===== src/rtl/countdown_timer_table_macros.svh =====
// Assertion helpers shared by the timer table RTL.
// Both macros sample on clk and stay quiet while rst_n is low.
`ifndef COUNTDOWN_TIMER_TABLE_MACROS_SVH
`define COUNTDOWN_TIMER_TABLE_MACROS_SVH

// Condition that must hold at every edge
`define CDT_ASSERT_ALWAYS(lbl, cond, msg) \
    lbl: assert property (@(posedge clk) disable iff (!rst_n) (cond)) else $error(msg);

// Same-cycle implication
`define CDT_ASSERT_IMPL(lbl, ante, cons, msg) \
    lbl: assert property (@(posedge clk) disable iff (!rst_n) (ante) |-> (cons)) else $error(msg);

`endif


===== src/rtl/cdt_pkg.sv =====
package cdt_pkg;

    // Operation codes (s_axis_tuser)
    localparam logic [1:0] OP_ARM    = 2'd0;
    localparam logic [1:0] OP_DISARM = 2'd1;
    localparam logic [1:0] OP_TICK   = 2'd2;

    // Result kinds (m_axis_tuser)
    localparam logic [1:0] KIND_ARM_DONE    = 2'd0;
    localparam logic [1:0] KIND_DISARM_DONE = 2'd1;
    localparam logic [1:0] KIND_FIRED       = 2'd2;
    localparam logic [1:0] KIND_TICK_DONE   = 2'd3;

    // Status codes
    localparam logic [1:0] STAT_OK         = 2'd0;
    localparam logic [1:0] STAT_FULL       = 2'd1;
    localparam logic [1:0] STAT_NOT_ARMED  = 2'd2;

    // Stream word widths
    localparam int IN_TDATA_W  = 152;
    localparam int OUT_TDATA_W = 96;
    localparam int OP_W        = 2;
    localparam int KIND_W      = 2;
    localparam int TIME_W      = 64;
    localparam int TAG_W       = 16;
    localparam int SLOT_W      = 5;
    localparam int CNT_OUT_W   = 6;

    // One result word
    typedef struct packed {
        logic [KIND_W-1:0]    kind;
        logic [1:0]           status;
        logic [SLOT_W-1:0]    slot;
        logic [TAG_W-1:0]     tag;
        logic                 moved;
        logic [CNT_OUT_W-1:0] count;
        logic [TIME_W-1:0]    mono;
        logic                 last;
    } res_t;

endpackage


===== src/rtl/cdt_satsub.sv =====
// Shared saturating subtractor: one wide subtract, borrow and zero detect
module cdt_satsub (
    input  logic [cdt_pkg::TIME_W-1:0] minuend,
    input  logic [cdt_pkg::TIME_W-1:0] subtrahend,
    output logic [cdt_pkg::TIME_W-1:0] diff,
    output logic                       zero
);
    import cdt_pkg::*;

    logic [TIME_W:0] wide;

    // borrow set means minuend < subtrahend
    assign wide = {1'b0, minuend} - {1'b0, subtrahend};
    assign zero = wide[TIME_W] || (wide[TIME_W-1:0] == '0);
    assign diff = zero ? '0 : wide[TIME_W-1:0];

endmodule


===== src/rtl/cdt_seq.sv =====
`include "countdown_timer_table_macros.svh"

// Sequencer: entry memories, fired flags, clock and result register
module cdt_seq #(
    parameter int MAX_TIMERS = 32,
    parameter int TAG_BITS   = 16
) (
    input  logic                          clk,
    input  logic                          rst_n,
    input  logic                          in_valid,
    output logic                          in_ready,
    input  logic [cdt_pkg::OP_W-1:0]      in_op,
    input  logic [cdt_pkg::TIME_W-1:0]    in_dur,
    input  logic [cdt_pkg::TAG_W-1:0]     in_tag,
    input  logic [cdt_pkg::SLOT_W-1:0]    in_slot,
    input  logic [cdt_pkg::TIME_W-1:0]    in_elapsed,
    output logic                          out_valid,
    input  logic                          out_ready,
    output cdt_pkg::res_t                 out_res
);
    import cdt_pkg::*;

    localparam int CW = $clog2(MAX_TIMERS + 1);
    localparam int IW = (MAX_TIMERS > 1) ? $clog2(MAX_TIMERS) : 1;
    localparam int TW = (TAG_BITS < TAG_W) ? TAG_BITS : TAG_W;

    typedef enum logic [7:0] {
        ST_IDLE  = 8'b0000_0001,
        ST_ARM   = 8'b0000_0010,
        ST_DCHK  = 8'b0000_0100,
        ST_DMOVE = 8'b0000_1000,
        ST_TREAD = 8'b0001_0000,
        ST_TCALC = 8'b0010_0000,
        ST_TEMIT = 8'b0100_0000,
        ST_TDONE = 8'b1000_0000
    } state_t;

    state_t                state_reg, state_next;
    logic [CW-1:0]         count_reg, count_next;
    logic [CW-1:0]         idx_reg, idx_next;
    logic [TIME_W-1:0]     clock_reg, clock_next;
    logic [MAX_TIMERS-1:0] fired_reg, fired_next;
    logic                  out_valid_reg, out_valid_next;
    res_t                  out_res_reg, out_res_next;

    logic [TIME_W-1:0]     dur_reg, dur_next;
    logic [TW-1:0]         tag_reg, tag_next;
    logic [SLOT_W-1:0]     slot_reg, slot_next;
    logic [TIME_W-1:0]     elapsed_reg, elapsed_next;

    // entry memories, undefined until written
    logic [TIME_W-1:0]     rem_mem [MAX_TIMERS];
    logic [TW-1:0]         tag_mem [MAX_TIMERS];
    logic [TIME_W-1:0]     rd_rem_reg;
    logic [TW-1:0]         rd_tag_reg;
    logic                  rd_en, rem_we, tag_we;
    logic [IW-1:0]         rd_addr, wr_addr;
    logic [TIME_W-1:0]     wr_rem;
    logic [TW-1:0]         wr_tag;

    logic [TIME_W-1:0]     sub_diff;
    logic                  sub_zero;
    logic                  out_free;
    logic                  slot_bad, slot_is_last;
    logic [CW-1:0]         last_slot;
    logic [IW-1:0]         slot_addr, idx_addr, cnt_addr, last_addr;

    function automatic res_t mk_res(
        input logic [KIND_W-1:0]    kind,
        input logic [1:0]           status,
        input logic [SLOT_W-1:0]    slot,
        input logic [TAG_W-1:0]     tag,
        input logic                 moved,
        input logic [CNT_OUT_W-1:0] count,
        input logic [TIME_W-1:0]    mono,
        input logic                 last
    );
        res_t r;
        r.kind   = kind;
        r.status = status;
        r.slot   = slot;
        r.tag    = tag;
        r.moved  = moved;
        r.count  = count;
        r.mono   = mono;
        r.last   = last;
        return r;
    endfunction

    cdt_satsub u_satsub (
        .minuend    (rd_rem_reg),
        .subtrahend (elapsed_reg),
        .diff       (sub_diff),
        .zero       (sub_zero)
    );

    assign in_ready  = (state_reg == ST_IDLE);
    assign out_valid = out_valid_reg;
    assign out_res   = out_res_reg;
    assign out_free  = !out_valid_reg || out_ready;

    assign last_slot    = count_reg - CW'(1);
    assign slot_bad     = 7'(slot_reg) >= 7'(count_reg);
    assign slot_is_last = 7'(slot_reg) == 7'(last_slot);
    assign slot_addr    = IW'(slot_reg);
    assign idx_addr     = idx_reg[IW-1:0];
    assign cnt_addr     = count_reg[IW-1:0];
    assign last_addr    = last_slot[IW-1:0];

    // next-state and datapath control
    always_comb
    begin
        state_next     = state_reg;
        count_next     = count_reg;
        idx_next       = idx_reg;
        clock_next     = clock_reg;
        fired_next     = fired_reg;
        out_valid_next = out_valid_reg;
        out_res_next   = out_res_reg;
        dur_next       = dur_reg;
        tag_next       = tag_reg;
        slot_next      = slot_reg;
        elapsed_next   = elapsed_reg;
        rd_en          = 1'b0;
        rd_addr        = idx_addr;
        rem_we         = 1'b0;
        tag_we         = 1'b0;
        wr_addr        = idx_addr;
        wr_rem         = sub_diff;
        wr_tag         = rd_tag_reg;

        if (out_valid_reg && out_ready)
        begin
            out_valid_next = 1'b0;
        end

        unique case (state_reg)
            ST_IDLE:
            begin
                if (in_valid)
                begin
                    dur_next     = in_dur;
                    tag_next     = in_tag[TW-1:0];
                    slot_next    = in_slot;
                    elapsed_next = in_elapsed;
                    case (in_op)
                        OP_ARM:    state_next = ST_ARM;
                        OP_DISARM: state_next = ST_DCHK;
                        OP_TICK:
                        begin
                            clock_next = clock_reg + in_elapsed;
                            idx_next   = '0;
                            state_next = ST_TREAD;
                        end
                        default:   state_next = ST_IDLE;
                    endcase
                end
            end

            // append entry at the end of the table, or report a full table
            ST_ARM:
            begin
                if (out_free)
                begin
                    out_valid_next = 1'b1;
                    state_next     = ST_IDLE;
                    if (7'(count_reg) >= 7'(MAX_TIMERS))
                    begin
                        out_res_next = mk_res(KIND_ARM_DONE, STAT_FULL, '0, '0, 1'b0,
                                              CNT_OUT_W'(count_reg), clock_reg, 1'b1);
                    end
                    else
                    begin
                        rem_we               = 1'b1;
                        tag_we               = 1'b1;
                        wr_addr              = cnt_addr;
                        wr_rem               = dur_reg;
                        wr_tag               = tag_reg;
                        fired_next[cnt_addr] = 1'b0;
                        count_next           = count_reg + CW'(1);
                        out_res_next = mk_res(KIND_ARM_DONE, STAT_OK, SLOT_W'(count_reg),
                                              TAG_W'(tag_reg), 1'b0,
                                              CNT_OUT_W'(count_next), clock_reg, 1'b1);
                    end
                end
            end

            // range check; fetch last entry when it has to move
            ST_DCHK:
            begin
                if (slot_bad)
                begin
                    if (out_free)
                    begin
                        out_valid_next = 1'b1;
                        out_res_next   = mk_res(KIND_DISARM_DONE, STAT_NOT_ARMED, slot_reg,
                                                '0, 1'b0, CNT_OUT_W'(count_reg),
                                                clock_reg, 1'b1);
                        state_next     = ST_IDLE;
                    end
                end
                else if (slot_is_last)
                begin
                    if (out_free)
                    begin
                        count_next     = last_slot;
                        out_valid_next = 1'b1;
                        out_res_next   = mk_res(KIND_DISARM_DONE, STAT_OK, slot_reg, '0,
                                                1'b0, CNT_OUT_W'(last_slot), clock_reg,
                                                1'b1);
                        state_next     = ST_IDLE;
                    end
                end
                else
                begin
                    rd_en      = 1'b1;
                    rd_addr    = last_addr;
                    state_next = ST_DMOVE;
                end
            end

            // write the last entry into the freed slot
            ST_DMOVE:
            begin
                if (out_free)
                begin
                    rem_we                = 1'b1;
                    tag_we                = 1'b1;
                    wr_addr               = slot_addr;
                    wr_rem                = rd_rem_reg;
                    wr_tag                = rd_tag_reg;
                    fired_next[slot_addr] = fired_reg[last_addr];
                    count_next            = last_slot;
                    out_valid_next        = 1'b1;
                    out_res_next          = mk_res(KIND_DISARM_DONE, STAT_OK, slot_reg,
                                                   TAG_W'(rd_tag_reg), 1'b1,
                                                   CNT_OUT_W'(last_slot), clock_reg, 1'b1);
                    state_next            = ST_IDLE;
                end
            end

            // walk the table, skipping fired entries
            ST_TREAD:
            begin
                if (idx_reg >= count_reg)
                begin
                    state_next = ST_TDONE;
                end
                else if (fired_reg[idx_addr])
                begin
                    idx_next = idx_reg + CW'(1);
                end
                else
                begin
                    rd_en      = 1'b1;
                    rd_addr    = idx_addr;
                    state_next = ST_TCALC;
                end
            end

            // saturating subtract and write back
            ST_TCALC:
            begin
                rem_we  = 1'b1;
                wr_addr = idx_addr;
                wr_rem  = sub_diff;
                if (sub_zero)
                begin
                    fired_next[idx_addr] = 1'b1;
                    if (out_free)
                    begin
                        out_valid_next = 1'b1;
                        out_res_next   = mk_res(KIND_FIRED, STAT_OK, SLOT_W'(idx_reg),
                                                TAG_W'(rd_tag_reg), 1'b0,
                                                CNT_OUT_W'(count_reg), clock_reg, 1'b0);
                        idx_next       = idx_reg + CW'(1);
                        state_next     = ST_TREAD;
                    end
                    else
                    begin
                        state_next = ST_TEMIT;
                    end
                end
                else
                begin
                    idx_next   = idx_reg + CW'(1);
                    state_next = ST_TREAD;
                end
            end

            // fired word waiting for the output register
            ST_TEMIT:
            begin
                if (out_free)
                begin
                    out_valid_next = 1'b1;
                    out_res_next   = mk_res(KIND_FIRED, STAT_OK, SLOT_W'(idx_reg),
                                            TAG_W'(rd_tag_reg), 1'b0,
                                            CNT_OUT_W'(count_reg), clock_reg, 1'b0);
                    idx_next       = idx_reg + CW'(1);
                    state_next     = ST_TREAD;
                end
            end

            ST_TDONE:
            begin
                if (out_free)
                begin
                    out_valid_next = 1'b1;
                    out_res_next   = mk_res(KIND_TICK_DONE, STAT_OK, '0, '0, 1'b0,
                                            CNT_OUT_W'(count_reg), clock_reg, 1'b1);
                    state_next     = ST_IDLE;
                end
            end

            default:
            begin
                state_next = ST_IDLE;
            end
        endcase
    end

    // control state
    always_ff @(posedge clk or negedge rst_n)
    begin
        if (!rst_n)
        begin
            state_reg     <= ST_IDLE;
            count_reg     <= '0;
            idx_reg       <= '0;
            clock_reg     <= '0;
            fired_reg     <= '0;
            out_valid_reg <= 1'b0;
        end
        else
        begin
            state_reg     <= state_next;
            count_reg     <= count_next;
            idx_reg       <= idx_next;
            clock_reg     <= clock_next;
            fired_reg     <= fired_next;
            out_valid_reg <= out_valid_next;
        end
    end

    // payload registers
    always_ff @(posedge clk)
    begin
        out_res_reg <= out_res_next;
        dur_reg     <= dur_next;
        tag_reg     <= tag_next;
        slot_reg    <= slot_next;
        elapsed_reg <= elapsed_next;
    end

    // entry memories: one write port, one registered read port
    always_ff @(posedge clk)
    begin
        if (rem_we)
        begin
            rem_mem[wr_addr] <= wr_rem;
        end
        if (tag_we)
        begin
            tag_mem[wr_addr] <= wr_tag;
        end
        if (rd_en)
        begin
            rd_rem_reg <= rem_mem[rd_addr];
            rd_tag_reg <= tag_mem[rd_addr];
        end
    end

    `CDT_ASSERT_ALWAYS(a_count_max, 7'(count_reg) <= 7'(MAX_TIMERS), "entry count over table size")
    `CDT_ASSERT_IMPL(a_calc_after_read, state_reg == ST_TCALC, $past(state_reg) == ST_TREAD, "subtract without a read")
    `CDT_ASSERT_IMPL(a_fired_not_last, out_valid_reg && (out_res_reg.kind == KIND_FIRED), !out_res_reg.last, "fired word marked last")
    `CDT_ASSERT_IMPL(a_emit_flag_set, state_reg == ST_TEMIT, fired_reg[idx_addr], "pending fire without flag")

endmodule


===== src/rtl/countdown_timer_table.sv =====
// Arm passes through the ARM state to the result register; disarm through DCHK, and DMOVE when an entry moves.
// Tick: TREAD and TCALC for each unfired armed entry, TREAD alone for an already fired entry, then TDONE.
// One item at a time; a tick walks the table through the single read port of the entry memory
// and the shared saturating subtractor, and a new item is accepted only back in the idle state.
// Reset (rst_n low, asynchronous): table empty, fired flags and clock cleared, output idle.
module countdown_timer_table #(
    parameter int MAX_TIMERS = 32,
    parameter int TAG_BITS   = 16
) (
    input  logic                              clk,
    input  logic                              rst_n,
    input  logic                              s_axis_tvalid,
    output logic                              s_axis_tready,
    // duration_ns[63:0], timer_tag[79:64], slot_index[84:80], elapsed_ns[148:85], zero pad
    input  logic [cdt_pkg::IN_TDATA_W-1:0]    s_axis_tdata,
    // operation[1:0]
    input  logic [cdt_pkg::OP_W-1:0]          s_axis_tuser,
    output logic                              m_axis_tvalid,
    input  logic                              m_axis_tready,
    // status[1:0], slot_out[6:2], tag_out[22:7], moved_valid[23], active_count[29:24],
    // monotonic_ns[93:30], zero pad
    output logic [cdt_pkg::OUT_TDATA_W-1:0]   m_axis_tdata,
    // kind[1:0]
    output logic [cdt_pkg::KIND_W-1:0]        m_axis_tuser,
    output logic                              m_axis_tlast
);
    import cdt_pkg::*;

    res_t res;

    cdt_seq #(
        .MAX_TIMERS (MAX_TIMERS),
        .TAG_BITS   (TAG_BITS)
    ) u_seq (
        .clk        (clk),
        .rst_n      (rst_n),
        .in_valid   (s_axis_tvalid),
        .in_ready   (s_axis_tready),
        .in_op      (s_axis_tuser),
        .in_dur     (s_axis_tdata[63:0]),
        .in_tag     (s_axis_tdata[79:64]),
        .in_slot    (s_axis_tdata[84:80]),
        .in_elapsed (s_axis_tdata[148:85]),
        .out_valid  (m_axis_tvalid),
        .out_ready  (m_axis_tready),
        .out_res    (res)
    );

    // pack the result word
    assign m_axis_tdata = {2'b00, res.mono, res.count, res.moved, res.tag, res.slot, res.status};
    assign m_axis_tuser = res.kind;
    assign m_axis_tlast = res.last;

endmodule


===== config.mk =====
export PLATFORM = sky130hd
export DESIGN_NAME = countdown_timer_table
export DESIGN_NICKNAME = d
export VERILOG_FILES = /design/src/rtl/cdt_pkg.sv /design/src/rtl/cdt_satsub.sv /design/src/rtl/cdt_seq.sv /design/src/rtl/countdown_timer_table.sv
export VERILOG_INCLUDE_DIRS = /design/src /design/src/rtl
export SDC_FILE = /design/constraint.sdc
export NUM_CORES = 2
export LEC_CHECK = 0
export BUFFER_PORTS_ARGS = -buffer_cell sky130_fd_sc_hd__buf_2
export CAP_MARGIN = 30
export CORE_UTILIZATION = 30
export CTS_CLUSTER_SIZE = 14
export DETAILED_ROUTE_END_ITERATION = 7
export HOLD_SLACK_MARGIN = 0.1
export PLACE_DENSITY = 0.46
export SYNTH_ARGS = -nofsm -noshare
export SYNTH_HDL_FRONTEND = slang
export SYNTH_SLANG_ARGS = --single-unit
export TNS_END_PERCENT = 100

===== constraint.sdc =====
create_clock -name clk -period 24.9 [get_ports clk]
set_clock_uncertainty 0.1 [all_clocks]
set_input_delay 1.245 -clock clk [delete_from_list [all_inputs] [get_ports clk]]
set_output_delay 1.245 -clock clk [all_outputs]
set_load 0.02 [all_outputs]

==> summary.json <==
{
  "run_status": "finished, final reports clean",
  "wl_per_cell_um": 27.8,
  "r2r_slack_ns": 16.43,
  "cts_repair_resize_count": 0,
  "grt.total_usage_pct": 18.6,
  "final.setup.tns_ns": 0,
  "post_route_cells_drive_above_1_share_pct": 18.3,
  "dieWidth_um": 648,
  "achievable-frequency_mhz": 118,
  "timing.critical_path.to_type": "flip-flop",
  "total_clock_buffers_created_by_cts": 323,
  "stdcell_area_mm2": 0.146,
  "cp_data_arrival_time_ns": 8.98,
  "antenna_violations_before_repair": 25,
  "first_pass_iters": 6,
  "synth.yosys.seq_area_share_pct": 71.5,
  "critical-path-slowest-cell": "sky130_fd_sc_hd__buf_4",
  "timing.final.crit_share_pct": 34.0,
  "area_growth_syn_to_layout_pct": 16.2,
  "synth-edff-count": 2886,
  "power.static_leakage_nw": 48.6,
  "global_route.peak_usage_layer": "met2",
  "grt_first_pass_wirelength_um": 562000,
  "routed_wl_um": 401000,
  "grt_start_max_net_pins": 121,
  "r2r-start": "u_seq.count_reg[1]",
  "drv.max_cap_violation_count": 0,
  "i_o_pin_cnt": 259,
  "drtIter0Drc": 7531,
  "finalPower_mw": 17.4,
  "critical_path.max_stage_delay_ns": 0.79,
  "largest_register_ff_count": 2048,
  "synth_top_flop_cell": "sky130_fd_sc_hd__edfxtp_1",
  "drt-vias-per-instance": 5.24,
  "floorplan_row_count": 236,
  "period_minus_slack_ns": 8.47,
  "route.vias.total": 75500,
  "cts.hold.buffers_added": 0,
  "placed_cell_area_mm2": 0.135,
  "ir_worst_vdd_v": 0.000110,
  "postSynthAreaPerCell_um2": 15.2,
  "first_global_vias": 74000,
  "crit_path_start_kind": "flip-flop",
  "grt.overflow.total": 0,
  "synth_seq_cells": 3003,
  "critPathMaxFanout": 77,
  "floorplan.initialDensity_pct": 30.2,
  "place_congestion": 0.883,
  "grtUsageMet2_pct": 30.5,
  "worstMarginPinSlew_ns": 1.06,
  "worst_setup_path_startpoint": "u_seq.count_reg[1]",
  "half_perimeter_wire_length_after_detailed_placement_um": 238000,
  "finalHoldViolations": 0,
  "path_cells": "inv_1 -> ha_1 -> and2b_1 -> a21oi_1 -> a21oi_1 -> xor2_1 -> nand3_1 -> nand3_2 -> mux2i_4 -> buf_4 -> buf_4 -> buf_4 -> buf_12 -> mux4_2 -> nand2_1 -> nand3_1 -> nand3_1 -> o21ai_1",
  "tritoncts_clock_tree": "done",
  "cts.repair_timing.setup_buffer_count": 0,
  "worstSetupPathType": "reg -> reg",
  "rsz_0062_raised_after_global_routing": "no",
  "final-setup-viol-count": 0,
  "use_met1_pct": 25.7,
  "floorplan.die_area_mm2": 0.420,
  "clock-root-buffer": "sky130_fd_sc_hd__clkbuf_16",
  "n_fill_cell": 39600,
  "post_synth_inst_count": 8268,
  "yosys.cell_types.count": 93,
  "powerDensity_mw_per_mm2": 120,
  "met3_usage_pct": 2.70,
  "synth_area_mm2": 0.125,
  "coreArea_mm2": 0.415,
  "cts_num_sinks": 3003,
  "cts-root-to-sink-buffers": 4,
  "slew_headroom_pct": 29.5,
  "cp.required_ns": 25.40,
  "die_height_um": 648,
  "drt_drc_violations_left": 0,
  "cts_htree_levels": 5,
  "synth.yosys.warnings": 0,
  "hp-class": "in -> async",
  "final_nets": 8974,
  "clock_input_transition_at_the_sequential_cells_of_the_worst_setup_and_hold_paths_ns": 0.07,
  "clk_latency_ns": 0.96,
  "final-max-slew-violation-count": 0,
  "async_flop_share_pct": 3.90,
  "numPortBuffers": 253,
  "drt.antenna.violating_nets": 0
}
[cell usage in the layout (no fill, tap or decap), drive strengths merged, types with 145 or more instances in the layout]
master  instances
clkinv        147
mux4          500
nand3         290
nor3          208
clkbuf        397
nor2          402
ha            147
inv           145
o21ai         365
nand2        1358
edfxtp       2886
a21oi         640
buf           531
[worst max-delay path: cells and delay by family (launching register included)]
| family | cells | cell delay [ns] |
|---|---|---|
| flops | 1 | 0.50 |
| simple gates | 6 | 1.68 |
| compound gates | 3 | 1.03 |
| buf+inv | 5 | 2.92 |
| fa+ha+maj | 1 | 0.52 |
| xor+xnor | 1 | 0.13 |
| mux | 2 | 0.93 |
[cells by family (layout without fill, tap and decap cells)]
logic type	after synthesis	count (layout)	synth area share [%]
other	1	13	0.00299
muxes	532	532	9.26
DFF	3003	3003	71.5
adders and majority gates	149	149	1.50
and+or+nand+nor	2461	2461	8.35
buffers and inverters	594	1251	1.97
AOI/OAI and AO/OA	1401	1401	6.54
xor gates and xnor gates	127	127	0.888
[path summary, 6_finish.rpt]
| path | to | cells past startpoint |
|---|---|---|
| max in group asynchronous | u_seq.clock_reg[44] | 2 |
| max reg2reg | u_seq.rd_rem_reg[21] | 18 |
| min in group clk | u_seq.clock_reg[63] | 1 |
| min reg2reg | u_seq.clock_reg[63] | 1 |
| max | u_seq.rd_rem_reg[21] | 18 |
| min | u_seq.count_reg[4] | 1 |
[cell usage after synthesis (all sizes together), types with 19 or more instances]
| master | count | area [um^2] |
|---|---|---|
| o21ai | 365 | 1830 |
| nand2 | 1358 | 5100 |
| nor3 | 208 | 1050 |
| buf | 222 | 1070 |
| xnor2 | 77 | 674 |
| nand3 | 290 | 1460 |
| a21oi | 640 | 3210 |
| a211oi | 48 | 378 |
| clkbuf | 236 | 886 |
| inv | 135 | 507 |
| dfrtp | 116 | 2900 |
| nor2 | 402 | 1520 |
| mux4 | 500 | 11300 |
| ha | 147 | 1840 |
| nor2b | 28 | 175 |
| o21a | 22 | 165 |
| o21bai | 27 | 203 |
| a22oi | 57 | 433 |
| xor2 | 50 | 438 |
| a22o | 36 | 315 |
| a21o | 54 | 405 |
| a31oi | 33 | 206 |
| nand4 | 47 | 294 |
| and3 | 21 | 136 |
| edfxtp | 2886 | 86700 |
| a31o | 19 | 166 |
| mux2 | 20 | 225 |
[per-layer routing]
metal	share of wire [%]	vias to the layer above
met3	6.2	538
met2	47	2651
met1	44	39700
met4	2.8	14
met5	0.023	-
li1	-	32600
[report_power, final]
| group | internal (mW) | total [mW] | switching, mW | leakage [nW] |
|---|---|---|---|---|
| clock | 2.69 | 4.73 | 2.04 | 5.03 |
| sequential | 6.49 | 6.66 | 0.166 | 27.9 |
| combinational | 1.93 | 6.04 | 4.11 | 15.6 |
[area by class of cell]
| cell class | instances | area (um^2) | share of cell area (%) |
|---|---|---|---|
| Timing Repair Buffer | 531 | 4400 | 3.02 |
| Multi-Input combinational cell | 4672 | 33900 | 23.3 |
| Tap cell | 5474 | 6850 | 4.70 |
| Antenna cell | 11 | 27.5 | 0.0189 |
| Inverter | 136 | 510 | 0.351 |
| Clock inverter | 187 | 1800 | 1.24 |
| Sequential cell | 3003 | 89600 | 61.5 |
| Clock buffer | 397 | 8520 | 5.85 |
[metrics by stage]
stage	setup WS, ns	utilization (%)	hold slack, ns	cells
floorplan	16.86	-	0.337	8269
global placement	16.49	32.3	0.353	13800
detailed placement	16.42	32.5	0.364	13800
CTS	16.44	35.0	0.177	14400
global route	15.85	35.1	0.219	14400
finish	16.43	35.1	0.222	14400
Power figures use the tool's default switching activity.
